$ cat config.mk
export PLATFORM = sky130hd
export DESIGN_NAME = gpio_port_with_interrupt_detect_unit
export DESIGN_NICKNAME = d
export VERILOG_FILES = /design/src/rtl/gpio_irq_pkg.sv /design/src/rtl/gpio_irq_detect.sv /design/src/rtl/gpio_port_with_interrupt_detect_unit.sv
export SDC_FILE = /design/constraint.sdc
export NUM_CORES = 1
export LEC_CHECK = 0
export ABC_AREA = 1
export BUFFER_PORTS_ARGS = -buffer_cell sky130_fd_sc_hd__buf_4
export CAP_MARGIN = 20
export CORE_UTILIZATION = 35
export DETAILED_ROUTE_END_ITERATION = 8
export PLACE_DENSITY_LB_ADDON = 0.2
export SLEW_MARGIN = 25
export SYNTH_ARGS = -nofsm -noshare
export SYNTH_HDL_FRONTEND = slang
export SYNTH_SLANG_ARGS = --single-unit
export TNS_END_PERCENT = 10
$ cat constraint.sdc
create_clock -name clk -period 4.33 [get_ports clk]
set_input_delay 0.866 -clock clk [delete_from_list [all_inputs] [get_ports clk]]
set_output_delay 0.866 -clock clk [all_outputs]
set_load 0.1 [all_outputs]
$ cat src/rtl/gpio_irq_pkg.sv
// Shared types, command and register codes for the GPIO port with interrupt detection.
package gpio_irq_pkg;

    // Port geometry
    localparam int unsigned PIN_COUNT = 32;
    localparam int unsigned HALF_PINS = 16;
    localparam logic [31:0] PIN_MASK  = (PIN_COUNT >= 32) ? 32'hFFFF_FFFF :
                                        ((32'd1 << PIN_COUNT) - 32'd1);

    // Request commands
    localparam logic [1:0] CMD_READ   = 2'd0;
    localparam logic [1:0] CMD_WRITE  = 2'd1;
    localparam logic [1:0] CMD_TICK   = 2'd2;
    localparam logic [1:0] CMD_UNUSED = 2'd3;

    // Register map
    localparam logic [2:0] REG_DATA     = 3'd0;
    localparam logic [2:0] REG_DIR      = 3'd1;
    localparam logic [2:0] REG_PAD      = 3'd2;
    localparam logic [2:0] REG_ICR_LO   = 3'd3;
    localparam logic [2:0] REG_ICR_HI   = 3'd4;
    localparam logic [2:0] REG_MASK     = 3'd5;
    localparam logic [2:0] REG_STATUS   = 3'd6;
    localparam logic [2:0] REG_ANY_EDGE = 3'd7;

    // Interrupt control codes, two bits per pin
    localparam logic [1:0] TRIG_LOW  = 2'd0;
    localparam logic [1:0] TRIG_HIGH = 2'd1;
    localparam logic [1:0] TRIG_RISE = 2'd2;
    localparam logic [1:0] TRIG_FALL = 2'd3;

    // Request payload
    typedef struct packed {
        logic [1:0]  command;
        logic [2:0]  reg_index;
        logic [31:0] write_data;
        logic [31:0] pin_levels;
    } gpio_req_t;

    // Response payload
    typedef struct packed {
        logic [31:0] read_data;
        logic [31:0] pad_drive;
        logic [31:0] pad_enable;
        logic        irq_low_half;
        logic        irq_high_half;
    } gpio_rsp_t;

    // Trigger configuration handed to the detector
    typedef struct packed {
        logic [31:0] icr_lower;
        logic [31:0] icr_upper;
        logic [31:0] any_edge;
    } gpio_trig_cfg_t;

endpackage

$ cat src/rtl/gpio_irq_detect.sv
// Per-pin level and edge trigger detection for one pad sample.
module gpio_irq_detect
    import gpio_irq_pkg::*;
(
    input  logic [31:0]    levels,
    input  logic [31:0]    prev_levels,
    input  gpio_trig_cfg_t cfg,
    output logic [31:0]    hit
);

    logic [31:0] rise;
    logic [31:0] fall;
    logic [31:0] fire;

    // Edges against the previous sample
    assign rise = levels & ~prev_levels;
    assign fall = prev_levels & ~levels;

    // One trigger decoder per pin
    for (genvar i = 0; i < 32; i++) begin : g_pin
        logic [31:0] word;
        logic [1:0]  code;
        logic        fire_bit;

        assign word = (i < HALF_PINS) ? cfg.icr_lower : cfg.icr_upper;
        assign code = word[(i % HALF_PINS) * 2 +: 2];

        always_comb
        begin
            if (cfg.any_edge[i])
            begin
                fire_bit = rise[i] | fall[i];
            end
            else
            begin
                unique case (code)
                    TRIG_LOW:  fire_bit = ~levels[i];
                    TRIG_HIGH: fire_bit = levels[i];
                    TRIG_RISE: fire_bit = rise[i];
                    TRIG_FALL: fire_bit = fall[i];
                endcase
            end
        end

        assign fire[i] = fire_bit;
    end

    // Absent pins never fire
    assign hit = fire & PIN_MASK;

endmodule

$ cat src/rtl/gpio_port_with_interrupt_detect_unit.sv
// Top level of the 32-pin GPIO port: register file, pad sampling and interrupt lines.
//
//   channel | direction | handshake            | payload
//   --------+-----------+----------------------+-----------
//   req     | in        | req_valid/req_ready  | gpio_req_t
//   rsp     | out       | rsp_valid/rsp_ready  | gpio_rsp_t
//
// One request per clock unless rsp stalls; each yields exactly one response next cycle.
// Register state updates in the cycle the request is taken; the response register
// holds the read data and the post-update drive, enable and interrupt lines.
// rsp stalls back-pressure req only when the response register is still full.
// Reset clears state registers and rsp_valid: all pins inputs, all interrupts masked.
module gpio_port_with_interrupt_detect_unit
    import gpio_irq_pkg::*;
(
    input  logic      clk,
    input  logic      rst_n,
    input  logic      req_valid,
    output logic      req_ready,
    input  gpio_req_t req,
    output logic      rsp_valid,
    input  logic      rsp_ready,
    output gpio_rsp_t rsp
);

    // Architectural registers; the pad status register also serves as the previous sample
    logic [31:0] data_out_reg,   data_out_next;
    logic [31:0] direction_reg,  direction_next;
    logic [31:0] pad_status_reg, pad_status_next;
    logic [31:0] icr_lower_reg,  icr_lower_next;
    logic [31:0] icr_upper_reg,  icr_upper_next;
    logic [31:0] irq_mask_reg,   irq_mask_next;
    logic [31:0] irq_status_reg, irq_status_next;
    logic [31:0] any_edge_reg,   any_edge_next;

    gpio_rsp_t   rsp_reg, rsp_next;
    logic        rsp_valid_reg;

    logic        req_fire;
    logic [31:0] levels;
    logic [31:0] wdata_pins;
    logic [31:0] hit;
    logic [31:0] rdata;
    logic [31:0] pending;
    gpio_trig_cfg_t trig_cfg;

    assign req_ready = ~rsp_valid_reg | rsp_ready;
    assign req_fire  = req_valid & req_ready;
    assign levels    = req.pin_levels & PIN_MASK;
    assign wdata_pins = req.write_data & PIN_MASK;

    assign trig_cfg.icr_lower = icr_lower_reg;
    assign trig_cfg.icr_upper = icr_upper_reg;
    assign trig_cfg.any_edge  = any_edge_reg;

    gpio_irq_detect u_detect (
        .levels      (levels),
        .prev_levels (pad_status_reg),
        .cfg         (trig_cfg),
        .hit         (hit)
    );

    // Request decode and next state
    always_comb
    begin
        data_out_next   = data_out_reg;
        direction_next  = direction_reg;
        pad_status_next = pad_status_reg;
        icr_lower_next  = icr_lower_reg;
        icr_upper_next  = icr_upper_reg;
        irq_mask_next   = irq_mask_reg;
        irq_status_next = irq_status_reg;
        any_edge_next   = any_edge_reg;
        rdata           = '0;

        unique case (req.command)
            CMD_READ:
            begin
                unique case (req.reg_index)
                    REG_DATA:     rdata = (data_out_reg & direction_reg) |
                                          (pad_status_reg & ~direction_reg);
                    REG_DIR:      rdata = direction_reg;
                    REG_PAD:      rdata = pad_status_reg;
                    REG_ICR_LO:   rdata = icr_lower_reg;
                    REG_ICR_HI:   rdata = icr_upper_reg;
                    REG_MASK:     rdata = irq_mask_reg;
                    REG_STATUS:   rdata = irq_status_reg;
                    REG_ANY_EDGE: rdata = any_edge_reg;
                endcase
            end
            CMD_WRITE:
            begin
                unique case (req.reg_index)
                    REG_DATA:     data_out_next  = wdata_pins;
                    REG_DIR:      direction_next = wdata_pins;
                    REG_PAD:      ;  // read only
                    REG_ICR_LO:   icr_lower_next = req.write_data;
                    REG_ICR_HI:   icr_upper_next = req.write_data;
                    REG_MASK:     irq_mask_next  = wdata_pins;
                    REG_STATUS:   irq_status_next = irq_status_reg & ~wdata_pins;
                    REG_ANY_EDGE: any_edge_next  = wdata_pins;
                endcase
            end
            CMD_TICK:
            begin
                irq_status_next = irq_status_reg | hit;
                pad_status_next = levels;
            end
            CMD_UNUSED: ;
        endcase
    end

    // Response from post-update state
    always_comb
    begin
        pending                = irq_status_next & irq_mask_next;
        rsp_next.read_data     = rdata;
        rsp_next.pad_drive     = data_out_next;
        rsp_next.pad_enable    = direction_next;
        rsp_next.irq_low_half  = |pending[15:0];
        rsp_next.irq_high_half = |pending[31:16];
    end

    // State registers
    always_ff @(posedge clk or negedge rst_n)
    begin
        if (!rst_n)
        begin
            data_out_reg   <= '0;
            direction_reg  <= '0;
            pad_status_reg <= '0;
            icr_lower_reg  <= '0;
            icr_upper_reg  <= '0;
            irq_mask_reg   <= '0;
            irq_status_reg <= '0;
            any_edge_reg   <= '0;
        end
        else if (req_fire)
        begin
            data_out_reg   <= data_out_next;
            direction_reg  <= direction_next;
            pad_status_reg <= pad_status_next;
            icr_lower_reg  <= icr_lower_next;
            icr_upper_reg  <= icr_upper_next;
            irq_mask_reg   <= irq_mask_next;
            irq_status_reg <= irq_status_next;
            any_edge_reg   <= any_edge_next;
        end
    end

    // Response valid
    always_ff @(posedge clk or negedge rst_n)
    begin
        if (!rst_n)
        begin
            rsp_valid_reg <= 1'b0;
        end
        else if (req_fire)
        begin
            rsp_valid_reg <= 1'b1;
        end
        else if (rsp_ready)
        begin
            rsp_valid_reg <= 1'b0;
        end
    end

    // Response payload
    always_ff @(posedge clk)
    begin
        if (req_fire)
        begin
            rsp_reg <= rsp_next;
        end
    end

    assign rsp_valid = rsp_valid_reg;
    assign rsp       = rsp_reg;

    // Every taken request yields a response next cycle
    a_req_gives_rsp: assert property (@(posedge clk) disable iff (!rst_n)
        req_fire |=> rsp_valid)
        else $error("request taken without a response");

    // Only reads return data
    a_read_data_zero: assert property (@(posedge clk) disable iff (!rst_n)
        (req_fire && req.command != CMD_READ) |=> (rsp.read_data == 32'd0))
        else $error("non-read request returned data");

    // Status bits are sticky unless cleared by a status write
    a_status_sticky: assert property (@(posedge clk) disable iff (!rst_n)
        !(req_fire && req.command == CMD_WRITE && req.reg_index == REG_STATUS)
        |=> ((irq_status_reg & $past(irq_status_reg)) == $past(irq_status_reg)))
        else $error("interrupt status bit lost");

    // Pending response tracks the live drive and enable registers
    a_rsp_tracks_pads: assert property (@(posedge clk) disable iff (!rst_n)
        rsp_valid |-> (rsp.pad_drive == data_out_reg && rsp.pad_enable == direction_reg))
        else $error("response pad fields out of step with registers");

endmodule

Yosys cells after proc, flatten, opt, wreduce, memory -nomap -nowiden
Cells that the tools add are included.
{ "classes": {"n_reduce_logical": 41, "muxes": 75, "bitwise": 79, "n_eq_ne": 105} }
{ "ops": {"columns": ["operator", "count"], "rows": [
  ["$pmux W32 S8", 1],
  ["$mux W32", 7],
  ["$and A32 B32 Y32", 6],
  ["$eq A2 B2 Y1 const B", 65],
  ["$not A32 Y32", 4],
  ["$pmux W1 S4", 32],
  ["$eq A2 B1 Y1 const B", 33],
  ["$logic_not A2 Y1", 33],
  ["$or A32 B32 Y32", 2],
  ["$pmux W32 S2", 1],
  ["$mux W1", 34],
  ["$not A1 Y1", 33],
  ["$or A1 B1 Y1", 33],
  ["$reduce_or A16 Y1", 2],
  ["$eq A3 B3 Y1 const B", 4],
  ["$reduce_and A3 Y1", 3],
  ["$eq A3 B2 Y1 const B", 2],
  ["$eq A3 B1 Y1 const B", 1],
  ["$logic_not A3 Y1", 1],
  ["$reduce_and A2 Y1", 1],
  ["$reduce_bool A2 Y1", 1],
  ["$and A1 B1 Y1", 1]
]} }
{ "totals": {"word_cells": 314, "in_bits": 73, "register_bits": 355} }

Depth between registers and ports, before layout
{ "logic_depth": {"word_depth": 8, "mapped_depth": 14} }

Cells and area by module
A second synthesis with hierarchy kept.
{ "unflattened": {"hier_cells": 2632, "area_unflattened_um2": 20186.9} }
{ "modules_own_cells": {"columns": ["mod", "area_each_um2", "seq_area_each_um2", "n_inst", "cells_per_inst"], "rows": [
  ["gpio_port_with_interrupt_detect_unit", 16920.0, 9374.0, 1, 1990],
  ["gpio_irq_detect", 3266.9, 0.0, 1, 642]
]} }

Worst setup path before layout
No wires, ideal clock.
{ "synth_path": {"path_kind": "reg2reg", "from": "register rsp_valid_reg, in the netlist rsp_valid", "to": "register rsp_reg (netlist bit rsp[0]) (enable)", "setup_time_ns": 0.500, "arrival_ns": 4.389, "path_stages_with_launch": 4, "required_time_ns": 3.830, "setup_slack_ns": -0.559, "period_less_slack_ns": 4.889, "path_cell_list": "dfrtp_1 > a21oi_2 > clkbuf_1 > clkbuf_1"} }
{ "synth_between": {"elab_chain_len": 3} }
{ "synth_lines": {"columns": ["item", "line", "rtl"], "rows": [
  ["from (decl)", "gpio_port_with_interrupt_detect_unit.sv:37", "logic rsp_valid_reg;"],
  ["from (signal assigned)", "gpio_port_with_interrupt_detect_unit.sv:156", "rsp_valid_reg <= 1'b0;"],
  ["from (signal assigned)", "gpio_port_with_interrupt_detect_unit.sv:160", "rsp_valid_reg <= 1'b1;"],
  ["from (signal assigned)", "gpio_port_with_interrupt_detect_unit.sv:164", "rsp_valid_reg <= 1'b0;"],
  ["$not A1 Y1", "gpio_port_with_interrupt_detect_unit.sv:47", "assign req_ready = ~rsp_valid_reg | rsp_ready;"],
  ["$or A1 B1 Y1", "gpio_port_with_interrupt_detect_unit.sv:47", null],
  ["$and A1 B1 Y1", "gpio_port_with_interrupt_detect_unit.sv:48", "assign req_fire = req_valid & req_ready;"],
  ["net req_fire", "gpio_port_with_interrupt_detect_unit.sv:39", "logic req_fire;"],
  ["to (signal assigned)", "gpio_port_with_interrupt_detect_unit.sv:173", "rsp_reg <= rsp_next;"],
  ["to (decl)", "gpio_port_with_interrupt_detect_unit.sv:36", "gpio_rsp_t rsp_reg, rsp_next;"]
]} }
The timed path passes the listed nets, and every way through them passes these cells.
A chain may end at the register's enable or synchronous reset.

Worst setup path after layout
{ "layout_path": {"from": "input req[66] in the netlist's numbering", "to": "register direction_reg[14]"} }
{ "layout_between": {"elab_chain_len": 3} }
{ "layout_lines": {"columns": ["item", "line", "rtl"], "rows": [
  ["from (decl)", "gpio_port_with_interrupt_detect_unit.sv:20", "input gpio_req_t req,"],
  ["$eq A3 B1 Y1", "gpio_port_with_interrupt_detect_unit.sv:93", "unique case (req.reg_index)"],
  ["$mux W32", "gpio_port_with_interrupt_detect_unit.sv:93", null],
  ["$mux W32", "gpio_port_with_interrupt_detect_unit.sv:76", "unique case (req.command)"],
  ["net direction_next[14]", "gpio_port_with_interrupt_detect_unit.sv:28", "logic [31:0] direction_reg, direction_next;"],
  ["to (signal assigned)", "gpio_port_with_interrupt_detect_unit.sv:141", "direction_reg <= direction_next;"],
  ["to (decl)", "gpio_port_with_interrupt_detect_unit.sv:28", null]
]} }
The timed path passes the listed nets, and every way through them passes these cells.

==> impl_metrics.tcl <==
set metrics [dict create \
    crit_path_max_fanout 30 \
    max_stage_delay_ps 420 \
    antenna_found_initial 1 \
    hold_viol 0 \
    synth_top_area_cell "dfrtp_1" \
    place_hpwl_microns 45550 \
    fin_util_pct 42.30 \
    switching_power_uw 4495 \
    drc 16 \
    wirelength_microns 66700 \
    grt_setup_unrepaired "no" \
    grt_max_degree 132 \
    core_area_sq_um 52760 \
    combPwrFrac_pct 29.2 \
    htree_num_levels 2 \
    grt_pass1_wl_microns 100100 \
    cts_tree "yes" \
    drt_first_pass_iters 8 \
    avgSynthCellArea_sq_um 8.199 \
    status "finished, violations left" \
    ys.flop_type "dfrtp_1" \
    p_seq_share_pct 40.7 \
    fin_setup_tns_ps 0 \
    violations "DRC" \
    clock_sinks 355 \
    synth-seq-cells 355 \
    max_cap_violations 0 \
    clock_latency_ps 570 \
    critPathSlowestCell "nand2_2" \
    clk_path_buf_depth 3 \
    pre_cts_ws_ps 1200 \
    slew_headroom_pct 35.03 \
    hold_buffers 0 \
    netlist_instances 2291 \
    largest_reg_flops 98 \
    synth_top_area_share_pct 34.24 \
    post_cts_resized 0 \
    internal_power_uw 7431 \
    antenna_left 0 \
    antennaDiodeCount 0 \
    drive_above_1_share_pct 13.85 \
    synth-edff-count 98 \
    final-max-slew-violation-count 0 \
    hold_class "in -> async" \
    layout_worst_path_cycle_share_pct 60.47 \
    ioPinCount 173 \
    finalCriticalPeriod_ps 2618 \
    power_density_nw_per_um2 534.3 \
    ir_worst_vdd_mv 0.3277 \
    post_drt_wl_per_cell_microns 21.07 \
    ys_types 30 \
    power.leakage_uw 0.01029 \
    grt_usage_pct 24.65 \
    rows 84 \
    nets 2583 \
    worstPathCellList "buf_4, inv_2, nand2_2, inv_2, nand2_4, buf_4, o21ai_1, mux2_2" \
    final_cell_mix "nand2_1, inv_1, o21ai_0, dfrtp_1, buf_4" \
    cp_num_buf_inv 4 \
    path_clk_slew_ps 60 \
    worstPathRequired_ps 4790 \
    clockRootBuffer "clkbuf_16" \
    grt_pass1_vias 16140 \
    fin_ws_ps 1712 \
    portBuffers 172 \
    synth_area_leaders "dfrtp_1, edfxtp_1, nand2_1" \
    numCtsBuffers 43 \
    area_growth_pct 18.82 \
    vias 16800 \
    ys_seq_area_share_pct 49.90 \
    die_w_microns 233.7 \
    syn_area_sq_um 18780 \
    fin_skew_ps 10.12 \
    drtIter0Drc 1618 \
    critPathTopFamily "buffers and inverters" \
    post_cts_buffers 0 \
    cp-end-kind "flip-flop" \
    synth_nets 2431 \
    critPathKind "in -> reg" \
    gp_congestion 0.8968 \
    final-setup-viol-count 0 \
    routed_via_density 5.308 \
    crit_path_start_kind "input pin" \
    mostFrequentLayoutCell "nand2_1" \
    die_area_sq_um 54600 \
    swShare_pct 37.69 \
    max_freq_mhz 381.9 \
    ys_warn_count 0 \
    die_h_microns 233.7 \
    clockPowerShare_pct 30.1 \
    worst_pin_slew_ps 974.6 \
    gr-total-overflow 0 \
    initial_utilization_pct 35.60 \
    async_flop_share_pct 72.39 \
    arrival_ps 3080 \
]
per-stage QoR:
stage	std cells	hold WS [ps]	area, sq um	total power (uW)
after floorplan	2291	478.2	18790	7266
final	3165	380.7	22320	11930
after CTS	3165	420.8	22320	12000
after global placement	3086	495.0	20940	8300
after detailed placement	3086	504.6	20940	8377
after global routing	3165	454.9	22320	12570
worst paths after layout:
kind	start	end	slack, ps	depth (start not counted)
setup / recovery	req[66]	direction_reg[14]$_DFFE_PN0P_	1710	8
hold / removal	rst_n	icr_lower_reg[19]$_DFFE_PN0P_	380	1
setup reg to reg	rsp_valid$_DFFE_PN0P_	icr_upper_reg[23]$_DFFE_PN0P_	1990	5
hold reg to reg	pad_status_reg[28]$_DFFE_PN0P_	pad_status_reg[28]$_DFFE_PN0P_	520	2
max in group asynchronous	rst_n	icr_upper_reg[1]$_DFFE_PN0P_	2900	2
min in group clk	pad_status_reg[28]$_DFFE_PN0P_	pad_status_reg[28]$_DFFE_PN0P_	520	2
power groups by stage:
stage / Combinational [uW] / Clock (uW) / Sequential (uW)
finish: 3490 / 3590 / 4850
global route: 3840 / 3780 / 4950
CTS: 3490 / 3660 / 4850
detailed placement: 3470 / 0 / 4900
global placement: 3420 / 0 / 4880
floorplan: 1670 / 0 / 5600
kinds of logic after synthesis:
family	share of synthesized area (%)
buffers and inverters	7.940
flip-flops	49.90
AO/OA/AOI/OAI	16.01
adder cells (fa/ha/maj)	4.463
multiplexers	3.057
AND/OR/NAND/NOR	18.63
cell type report:
class / instances / area [sq um]
clock buffers: 65 / 1291
clock inverters: 14 / 90.09
fillers: 5271 / 30440
inverters: 279 / 1047
multi-input cells: 1550 / 7955
flip-flops and latches: 355 / 9374
well taps: 688 / 860.8
repair buffers: 214 / 1702
per-layer routing:
layer | global-route usage, % | vias up | routed length, microns
met5 | 0 | - | 17
met4 | 6.291 | 2 | 1522
met3 | 4.932 | 104 | 4830
met2 | 40.68 | 640 | 31480
met1 | 32.87 | 8146 | 28850
li1 | - | 7909 | -
synthesized netlist by cell type, types with 3 or more instances:
cell type  count
a211oi_1      18
a21oi_1       64
a221oi_1      14
a31oi_1       37
buf_1          8
buf_2         34
clkbuf_1      65
dfrtp_1      257
edfxtp_1      98
ha_1          67
inv_1        274
inv_2          4
mux2_2        51
nand2_1      737
nand2_2        3
nand3_1       67
nand4_1       24
nor2_1        43
nor2_2         3
o211ai_1       7
o21ai_0      270
o21ai_1       68
o22ai_1       71
No activity file was read; power rests on OpenSTA's default activity.
